==> src/hdl/rxhd_pkg.sv <==
package rxhd_pkg;

   localparam int CHAR_W      = 8;
   localparam int NIBBLE_W    = 4;
   localparam int PLEN_W      = 4;
   localparam int PBYTES_W    = 64;
   localparam int PREFIX_MAX  = 8;
   localparam int CSR_INDEX_W = 1;
   localparam int CSR_DATA_W  = 64;

   typedef enum logic [1:0] {
      PH_HEADER,
      PH_KEY,
      PH_PREFIX,
      PH_TEXT
   } phase_type;

   typedef enum logic [CSR_INDEX_W-1:0] {
      CSR_PREFIX_LEN   = 1'b0,
      CSR_PREFIX_BYTES = 1'b1
   } csr_index_type;

   typedef logic [1:0] status_type;

   localparam status_type ST_OK     = 2'd0;
   localparam status_type ST_PREFIX = 2'd1;
   localparam status_type ST_KEYLEN = 2'd2;
   localparam status_type ST_HEX    = 2'd3;

   typedef struct packed {
      logic [CHAR_W-1:0] text_byte;
      logic              byte_valid;
      logic              end_of_message;
      status_type        status;
   } result_type;

   typedef struct packed {
      logic                ok;
      logic [NIBBLE_W-1:0] value;
   } nibble_type;

   // ASCII 0-9, A-F and a-f map to their nibble; anything else is flagged.
   function automatic nibble_type hex_decode(input logic [CHAR_W-1:0] c);
      nibble_type n;
      n = '0;
      case (c) inside
         [8'h30:8'h39]: begin
            n.ok    = 1'b1;
            n.value = NIBBLE_W'(c - 8'h30);
         end
         [8'h41:8'h46]: begin
            n.ok    = 1'b1;
            n.value = NIBBLE_W'(c - 8'h37);
         end
         [8'h61:8'h66]: begin
            n.ok    = 1'b1;
            n.value = NIBBLE_W'(c - 8'h57);
         end
         default: begin
            n = '0;
         end
      endcase
      return n;
   endfunction

endpackage

==> src/hdl/rxhd_ram.sv <==
module rxhd_ram #(
   parameter int WIDTH = 8,
   parameter int DEPTH = 64
) (
   input  logic                                       clock,
   input  logic                                       wr_en,
   input  logic [((DEPTH > 1) ? $clog2(DEPTH) : 1)-1:0] wr_addr,
   input  logic [WIDTH-1:0]                           wr_data,
   input  logic                                       rd_en,
   input  logic [((DEPTH > 1) ? $clog2(DEPTH) : 1)-1:0] rd_addr,
   output logic [WIDTH-1:0]                           rd_data
);

   logic [WIDTH-1:0] mem [DEPTH];
   logic [WIDTH-1:0] rd_data_ff;

   always_ff @(posedge clock) begin
      if (wr_en) begin
         mem[wr_addr] <= wr_data;
      end
      if (rd_en) begin
         rd_data_ff <= mem[rd_addr];
      end
   end

   assign rd_data = rd_data_ff;

endmodule

==> src/hdl/rxhd_obuf.sv <==
module rxhd_obuf (
   input  logic                   clock,
   input  logic                   reset,
   input  logic                   push,
   input  rxhd_pkg::result_type   push_result,
   input  logic                   out_ready,
   output logic                   out_valid,
   output rxhd_pkg::result_type   out_result,
   output logic                   full
);
   import rxhd_pkg::*;

   logic       out_valid_ff, out_valid_in;
   logic       skid_valid_ff, skid_valid_in;
   result_type out_data_ff, out_data_in;
   result_type skid_data_ff, skid_data_in;
   logic       pop;

   assign pop = out_valid_ff & out_ready;

   // The skid stage only fills when a result arrives while the output
   // register is held; the input side stops while it is occupied.
   always_comb begin
      out_valid_in  = out_valid_ff;
      skid_valid_in = skid_valid_ff;
      out_data_in   = out_data_ff;
      skid_data_in  = skid_data_ff;
      if (skid_valid_ff) begin
         if (pop) begin
            out_data_in   = skid_data_ff;
            skid_valid_in = 1'b0;
         end
      end else if (push) begin
         if (!out_valid_ff || pop) begin
            out_data_in  = push_result;
            out_valid_in = 1'b1;
         end else begin
            skid_data_in  = push_result;
            skid_valid_in = 1'b1;
         end
      end else if (pop) begin
         out_valid_in = 1'b0;
      end
   end

   always_ff @(posedge clock) begin
      if (reset) begin
         out_valid_ff  <= 1'b0;
         skid_valid_ff <= 1'b0;
      end else begin
         out_valid_ff  <= out_valid_in;
         skid_valid_ff <= skid_valid_in;
      end
   end

   always_ff @(posedge clock) begin
      out_data_ff  <= out_data_in;
      skid_data_ff <= skid_data_in;
   end

   assign out_valid  = out_valid_ff;
   assign out_result = out_data_ff;
   assign full       = skid_valid_ff;

   a_skid_behind_out: assert property (@(posedge clock) disable iff (reset)
      skid_valid_ff |-> out_valid_ff)
      else $error("skid stage holds a result while the output register is empty");

   a_no_push_when_full: assert property (@(posedge clock) disable iff (reset)
      skid_valid_ff |-> !push)
      else $error("result pushed while the skid stage is occupied");

   a_skid_moves_up: assert property (@(posedge clock) disable iff (reset)
      skid_valid_ff && pop |=> out_valid_ff && !skid_valid_ff)
      else $error("skid result lost on output transaction");

endmodule

==> src/hdl/rxhd_core.sv <==
module rxhd_core #(
   parameter int MAX_KEY_LEN = 64
) (
   input  logic                                clock,
   input  logic                                reset,
   input  logic                                csr_we,
   input  logic [rxhd_pkg::CSR_INDEX_W-1:0]    csr_index,
   input  logic [rxhd_pkg::CSR_DATA_W-1:0]     csr_wdata,
   input  logic                                in_accept,
   input  logic [rxhd_pkg::CHAR_W-1:0]         hex_char,
   input  logic                                last_char,
   output logic                                out_push,
   output rxhd_pkg::result_type                out_result
);
   import rxhd_pkg::*;

   localparam int KLW = $clog2(MAX_KEY_LEN + 1);
   localparam int KPW = (MAX_KEY_LEN > 1) ? $clog2(MAX_KEY_LEN) : 1;
   localparam int BCW = (KLW > PLEN_W) ? KLW : PLEN_W;

   logic [PLEN_W-1:0]   prefix_len_ff;
   logic [PBYTES_W-1:0] prefix_bytes_ff;

   phase_type           phase_ff, phase_in;
   logic [NIBBLE_W-1:0] high_ff, high_in;
   logic                pending_ff, pending_in;
   logic [KLW-1:0]      key_length_ff, key_length_in;
   logic [KPW-1:0]      key_pos_ff, key_pos_in;
   logic [BCW-1:0]      count_ff, count_in;
   status_type          fault_ff, fault_in;
   logic                finished_ff, finished_in;

   nibble_type          nib;
   logic [CHAR_W-1:0]   byte_val;
   logic [CHAR_W-1:0]   key_rd_data;
   logic [CHAR_W-1:0]   plain;
   logic [CHAR_W-1:0]   want;
   logic [PLEN_W-1:0]   eff_len;
   logic [BCW-1:0]      count_inc;
   logic [KLW-1:0]      pos_inc;
   status_type          fault;
   status_type          report;
   logic                text_valid;
   logic                text_ok;
   logic                key_we;

   always_ff @(posedge clock) begin
      if (reset) begin
         prefix_len_ff   <= '0;
         prefix_bytes_ff <= '0;
      end else if (csr_we) begin
         case (csr_index_type'(csr_index))
            CSR_PREFIX_LEN:   prefix_len_ff   <= csr_wdata[PLEN_W-1:0];
            CSR_PREFIX_BYTES: prefix_bytes_ff <= csr_wdata[PBYTES_W-1:0];
            default: begin
            end
         endcase
      end
   end

   assign eff_len   = (prefix_len_ff > PLEN_W'(PREFIX_MAX)) ? PLEN_W'(PREFIX_MAX)
                                                            : prefix_len_ff;
   assign nib       = hex_decode(hex_char);
   assign byte_val  = {high_ff, nib.value};
   assign plain     = byte_val ^ key_rd_data;
   assign want      = prefix_bytes_ff[{count_ff[2:0], 3'b000} +: CHAR_W];
   assign count_inc = count_ff + BCW'(1);
   assign pos_inc   = KLW'(key_pos_ff) + KLW'(1);

   // The key byte for a cipher byte is read when its high nibble arrives,
   // so the registered read data is ready when the low nibble completes it.
   rxhd_ram #(
      .WIDTH (CHAR_W),
      .DEPTH (MAX_KEY_LEN)
   ) u_key_ram (
      .clock   (clock),
      .wr_en   (key_we),
      .wr_addr (count_ff[KPW-1:0]),
      .wr_data (byte_val),
      .rd_en   (in_accept & ~pending_ff),
      .rd_addr (key_pos_ff),
      .rd_data (key_rd_data)
   );

   // Next state
   always_comb begin
      phase_in      = phase_ff;
      high_in       = high_ff;
      pending_in    = pending_ff;
      key_length_in = key_length_ff;
      key_pos_in    = key_pos_ff;
      count_in      = count_ff;
      finished_in   = finished_ff;
      fault         = fault_ff;
      report        = ST_OK;
      text_valid    = 1'b0;
      key_we        = 1'b0;
      if (in_accept) begin
         if (!nib.ok && fault == ST_OK) begin
            fault = ST_HEX;
         end
         if (!pending_ff) begin
            high_in    = nib.value;
            pending_in = 1'b1;
         end else begin
            pending_in = 1'b0;
            if (fault == ST_OK) begin
               case (phase_ff)
                  PH_HEADER: begin
                     if (byte_val == '0 || byte_val > CHAR_W'(MAX_KEY_LEN)) begin
                        fault = ST_KEYLEN;
                     end else begin
                        key_length_in = KLW'(byte_val);
                        count_in      = '0;
                        phase_in      = PH_KEY;
                     end
                  end
                  PH_KEY: begin
                     key_we = 1'b1;
                     if (count_inc >= BCW'(key_length_ff)) begin
                        count_in   = '0;
                        key_pos_in = '0;
                        phase_in   = (eff_len == '0) ? PH_TEXT : PH_PREFIX;
                     end else begin
                        count_in = count_inc;
                     end
                  end
                  PH_PREFIX, PH_TEXT: begin
                     key_pos_in = (pos_inc >= key_length_ff) ? '0 : pos_inc[KPW-1:0];
                     if (phase_ff == PH_PREFIX) begin
                        if (plain != want) begin
                           fault = ST_PREFIX;
                        end else begin
                           count_in = count_inc;
                           if (count_inc >= BCW'(eff_len)) begin
                              phase_in = PH_TEXT;
                           end
                        end
                     end else if (!finished_ff) begin
                        if (plain == '0) begin
                           finished_in = 1'b1;
                        end else begin
                           text_valid = 1'b1;
                        end
                     end
                  end
                  default: begin
                  end
               endcase
            end
         end
         if (last_char) begin
            if (pending_in && fault == ST_OK) begin
               fault = ST_HEX;
            end
            if (fault == ST_OK) begin
               if (phase_in == PH_HEADER || phase_in == PH_KEY) begin
                  fault = ST_KEYLEN;
               end else if (phase_in == PH_PREFIX) begin
                  fault = ST_PREFIX;
               end
            end
            report        = fault;
            // The message is over: everything but the key store starts afresh.
            phase_in      = PH_HEADER;
            high_in       = '0;
            pending_in    = 1'b0;
            key_length_in = '0;
            key_pos_in    = '0;
            count_in      = '0;
            finished_in   = 1'b0;
            fault         = ST_OK;
         end
      end
      fault_in = fault;
   end

   // Outputs
   always_comb begin
      text_ok                   = text_valid && (!last_char || report == ST_OK);
      out_push                  = in_accept && (text_ok || last_char);
      out_result.text_byte      = text_ok ? plain : '0;
      out_result.byte_valid     = text_ok;
      out_result.end_of_message = last_char;
      out_result.status         = last_char ? report : ST_OK;
   end

   always_ff @(posedge clock) begin
      if (reset) begin
         phase_ff      <= PH_HEADER;
         high_ff       <= '0;
         pending_ff    <= 1'b0;
         key_length_ff <= '0;
         key_pos_ff    <= '0;
         count_ff      <= '0;
         fault_ff      <= ST_OK;
         finished_ff   <= 1'b0;
      end else begin
         phase_ff      <= phase_in;
         high_ff       <= high_in;
         pending_ff    <= pending_in;
         key_length_ff <= key_length_in;
         key_pos_ff    <= key_pos_in;
         count_ff      <= count_in;
         fault_ff      <= fault_in;
         finished_ff   <= finished_in;
      end
   end

   a_clear_after_last: assert property (@(posedge clock) disable iff (reset)
      in_accept && last_char |=> phase_ff == PH_HEADER && !pending_ff && fault_ff == ST_OK)
      else $error("message state not cleared after the final character");

   a_key_pos_in_range: assert property (@(posedge clock) disable iff (reset)
      (phase_ff == PH_PREFIX || phase_ff == PH_TEXT) |-> KLW'(key_pos_ff) < key_length_ff)
      else $error("key position beyond the key length");

   a_fault_sticky: assert property (@(posedge clock) disable iff (reset)
      fault_ff != ST_OK && !(in_accept && last_char) |=> fault_ff == $past(fault_ff))
      else $error("fault code changed within a message");

endmodule

==> src/hdl/repeating_xor_hex_decoder.sv <==
// Channel  Direction  tdata           tuser                         tlast
// req      in         hex_char[7:0]   -                             last_char
// rsp      out        text_byte[7:0]  byte_valid, status[1:0]       end_of_message
// csr      in         write enable, register index, 64-bit data; no read-back
//
// One character is taken every cycle while req_tready is high; each result is
// registered in the output stage before it reaches rsp. The key byte is read
// from the key RAM on the high-nibble character and used on the low-nibble one.
// Reset is synchronous; the key RAM is not cleared and needs no sweep.
// A two-entry output stage lets input continue while one result is stalled;
// req_tready falls only when both entries are full.
module repeating_xor_hex_decoder #(
   parameter int MAX_KEY_LEN = 64
) (
   input  logic                             clock,
   input  logic                             reset,
   input  logic                             req_tvalid,
   output logic                             req_tready,
   input  logic [7:0]                       req_tdata,   // hex_char[7:0]
   input  logic                             req_tlast,
   output logic                             rsp_tvalid,
   input  logic                             rsp_tready,
   output logic [7:0]                       rsp_tdata,   // text_byte[7:0]
   output logic [2:0]                       rsp_tuser,   // byte_valid, status[1:0]
   output logic                             rsp_tlast,
   input  logic                             csr_we,
   input  logic [rxhd_pkg::CSR_INDEX_W-1:0] csr_index,
   input  logic [rxhd_pkg::CSR_DATA_W-1:0]  csr_wdata
);
   import rxhd_pkg::*;

   logic       in_accept;
   logic       push;
   result_type push_result;
   result_type out_result;
   logic       full;

   assign req_tready = ~full;
   assign in_accept  = req_tvalid & req_tready;

   rxhd_core #(
      .MAX_KEY_LEN (MAX_KEY_LEN)
   ) u_core (
      .clock      (clock),
      .reset      (reset),
      .csr_we     (csr_we),
      .csr_index  (csr_index),
      .csr_wdata  (csr_wdata),
      .in_accept  (in_accept),
      .hex_char   (req_tdata),
      .last_char  (req_tlast),
      .out_push   (push),
      .out_result (push_result)
   );

   rxhd_obuf u_obuf (
      .clock       (clock),
      .reset       (reset),
      .push        (push),
      .push_result (push_result),
      .out_ready   (rsp_tready),
      .out_valid   (rsp_tvalid),
      .out_result  (out_result),
      .full        (full)
   );

   assign rsp_tdata = out_result.text_byte;
   assign rsp_tuser = {out_result.status, out_result.byte_valid};
   assign rsp_tlast = out_result.end_of_message;

endmodule

==> config.mk <==
export PLATFORM = sky130hd
export DESIGN_NAME = repeating_xor_hex_decoder
export DESIGN_NICKNAME = d
export VERILOG_FILES = /design/src/hdl/rxhd_pkg.sv /design/src/hdl/rxhd_ram.sv /design/src/hdl/rxhd_obuf.sv /design/src/hdl/rxhd_core.sv /design/src/hdl/repeating_xor_hex_decoder.sv
export SDC_FILE = /design/constraint.sdc
export NUM_CORES = 1
export LEC_CHECK = 0
export BUFFER_PORTS_ARGS = -buffer_cell sky130_fd_sc_hd__buf_2
export CAP_MARGIN = 15
export CORE_UTILIZATION = 55
export CTS_BUF_LIST = sky130_fd_sc_hd__clkbuf_16
export DETAILED_ROUTE_END_ITERATION = 16
export PLACE_DENSITY = 0.78
export SYNTH_ARGS = -nofsm -noshare
export SYNTH_HDL_FRONTEND = slang
export SYNTH_SLANG_ARGS = --single-unit
==> constraint.sdc <==
create_clock -name clock -period 4 [get_ports clock]
set_input_delay 0.2 -clock clock [delete_from_list [all_inputs] [get_ports clock]]
set_output_delay 0.2 -clock clock [all_outputs]
set_load 0.005 [all_outputs]
==> results.cfg <==
[status]
run_status = finished, final reports clean

[routing]
remaining_drc_errors = 0
dr.pass1.iters = 5
dr.first_iter.drc_count = 1507
vias = 15300
routed_length_per_placed_instance_um = 26.2
postRouteWirelength_um = 63000
route.detailed.vias_per_inst = 6.35
drtAntennaViolNets = 0

[finish]
mostFrequentLayoutCell = sky130_fd_sc_hd__edfxtp_1
layout_common_cells = 544 x sky130_fd_sc_hd__edfxtp_1, 179 x sky130_fd_sc_hd__nand2_1, 176 x sky130_fd_sc_hd__mux4_2
area_growth_pct = 15.1
fin_nets = 1844
share_of_final_layout_standard_cells_stronger_than_drive_strength_1_pct = 23.6

[floorplanning]
rows = 80
floorplan.initialDensity_pct = 55.6
dieArea_mm2 = 0.0490
width_of_the_die_um = 221
die_height_um = 221
design.portCount = 93
core_area_mm2 = 0.0476

[sta]
setup-violations-final = 0
worst-slew-pin-transition_ps = 1140
fin_tns_setup_ps = 0
timing_hold_violations_final = 0
max_freq_mhz = 296
slew-limit-headroom_pct = 23.7
period_share_pct = 84.4
min_period_ps = 3380
setup_slack_ps = 622
final.setup_skew_ps = 29.5
final_max_slew_viol_count = 0
grt_setup_unrepaired = false

[logic_synthesis]
synthTopCellsByArea = sky130_fd_sc_hd__edfxtp_1 62%, sky130_fd_sc_hd__mux4_2 15%, sky130_fd_sc_hd__dfxtp_1 7.6%
synth-main-ff-cell = sky130_fd_sc_hd__edfxtp_1
synth_warnings = 0
netlist_area_mm2 = 0.0265
synth_nets = 1675
synth_edf_count = 544
ys_ff_latch = 644
synth_cell_types = 74
synth_top_area_share_pct = 61.7
yosys.area.top_type = sky130_fd_sc_hd__edfxtp_1
synthesis.area_per_instance_um2 = 16.8
async_reset_ff_share_pct = 0
synthesis.instances = 1572
yosysSeqAreaShare_pct = 69.2

[setup_path]
timing.rr.start = u_core.count_ff[0]
worst-endpoint-required_ps = 4340
worstSetupStartpoint = u_core.count_ff[0]
timing_worst_setup_path_type = reg -> reg
slowest_stage = sky130_fd_sc_hd__dfxtp_1
arrival_ps = 3710
regToRegSetupSlack_ps = 620
critical_path.startpoint_type = register
timing.critical_path.cells = ha_1 -> nand3_1 -> xnor2_1 -> ha_1 -> nand2_1 -> o21a_1 -> o21ai_0 -> a21o_1 -> a31oi_1 -> nor2_1 -> o21ai_0
timing.critical_path.fanout_max = 15
slowest_delay_ps = 710
worstSetupEndpointType = register

[hold_path]
hold_path_startpoint = csr_we
hold_path.class = in -> reg

[clocking]
numClockSinks = 644
clock_insertion_delay_worst_skew_ps = 640
clockBufferDepth = 3
h-tree-depth = 2
cts_tree = built
post_cts_resized = 0
clkTransAtPathRegs_ps = 60
cts_buffer_count = 61
ctsRootBufferMaster = sky130_fd_sc_hd__clkbuf_16

[global_routing]
grt.overflow.total = 0
number_of_antenna_violations_at_the_first_check_in_global_routing = 1
first_global_vias = 15400
grt_usage_pct = 26.2
pin_count_of_the_biggest_net_entering_global_routing = 130
wire_length_of_the_first_global_routing_pass_um = 95800

[run]
drv_cap = 0

[power]
vdd_ir_drop_max_v = 0.000349
static-leakage-power_uw = 0.00984
power_density_mw_per_mm2 = 439

[place]
preCtsSetupSlack_ps = 308
finalWeightedCongestion = 0.890
place.detailed.hpwl_um = 36700
numPortBuffers = 92
final cells by class:
type | instances | area, um2
flip-flops and latches | 644 | 18400
well taps | 615 | 769
clock buffers | 61 | 1530
inverters | 23 | 86.3
multi-input cells | 816 | 7730
repair buffers | 195 | 1560
clock inverters | 55 | 459
fillers | 3162 | 17200
diodes | 1 | 2.50
what timing repair did:
action / in CTS / in global routing
endpoints found under the hold margin: 71 / 0
hold buffers: 66 / 0
buffers inserted: 0 / 0
per-layer routing:
layer  share of wire, %  up-vias  track usage [%]
li1                   -     6510                -
met3                8.3      167             4.70
met4                3.7        0             10.1
met2                 50      836             43.6
met1                 38     7784             34.6
met5                  0        -                0
critical path: cells and delay by family (launching register included):
kind,cells,cell delay [ps]
compound gates,5,1120
xor+xnor,1,350
fa+ha+maj,2,560
flops,1,710
simple gates,3,350
state kept, by name, indices dropped and copies added, names as in the netlist, 2 cells and up:
register,cells
u_core.count_ff,7
u_core.fault_ff,2
u_core.key_length_ff,7
u_obuf.skid_data_ff,12
u_core.key_pos_ff,6
u_core.high_ff,4
u_obuf.out_result,12
u_core.prefix_bytes_ff,64
u_core.u_key_ram.mem,512
u_core.prefix_len_ff,4
u_core.phase_ff,2
u_core.u_key_ram.rd_data,8
logic make-up (layout without fill, tap and decap cells):
group                    Yosys count  count (layout)  share of synthesized area (%)
buffers and inverters            112             334                           1.68
AND/OR/NAND/NOR                  378             378                           6.34
flip-flops                       644             644                           69.2
XOR/XNOR                          23              23                          0.865
AO/OA/AOI/OAI                    187             187                           4.68
adder cells (fa/ha/maj)           24              24                           1.13
multiplexers                     204             204                           16.1
other                              0               1                              0
worst paths after layout:
kind                                end  depth (start not counted)
max                u_obuf.out_result[1]                         11
min             u_core.prefix_len_ff[2]                          4
max reg2reg        u_obuf.out_result[1]                         11
min reg2reg  u_core.prefix_bytes_ff[60]                          2
cells in the mapped netlist (16+ instances only):
cell / n
sky130_fd_sc_hd__edfxtp_1: 544
sky130_fd_sc_hd__nand2_1: 180
sky130_fd_sc_hd__mux4_2: 176
sky130_fd_sc_hd__nor2_1: 110
sky130_fd_sc_hd__dfxtp_1: 100
sky130_fd_sc_hd__a21oi_1: 86
sky130_fd_sc_hd__clkbuf_1: 66
sky130_fd_sc_hd__ha_1: 24
sky130_fd_sc_hd__inv_1: 22
sky130_fd_sc_hd__mux2i_1: 21
sky130_fd_sc_hd__nand3_1: 21
sky130_fd_sc_hd__a21o_1: 17
sky130_fd_sc_hd__a22oi_1: 16
metrics by stage:
step           total power (uW)  utilization [%]  std cells  area (um2)  hold slack [ps]
5_1_grt                   13700             64.0       2410       30500              115
4_1_cts                   13400             63.9       2408       30400             67.6
6_report                  13400             64.0       2410       30500              100
2_1_floorplan              7600                -       1572       26500              299
3_3_place_gp               7710             58.4       2226       27800              441
3_5_place_dp               7730             58.4       2226       27800              446
power breakdown:
part,internal (uW),total (uW),leakage [uW],switching (uW)
Sequential,7250,7280,0.00581,31.8
Combinational,153,369,0.00302,217
Clock,3280,5740,0.00102,2470
Total,10700,13400,0.00984,2720
Power figures use the tool's default switching activity.
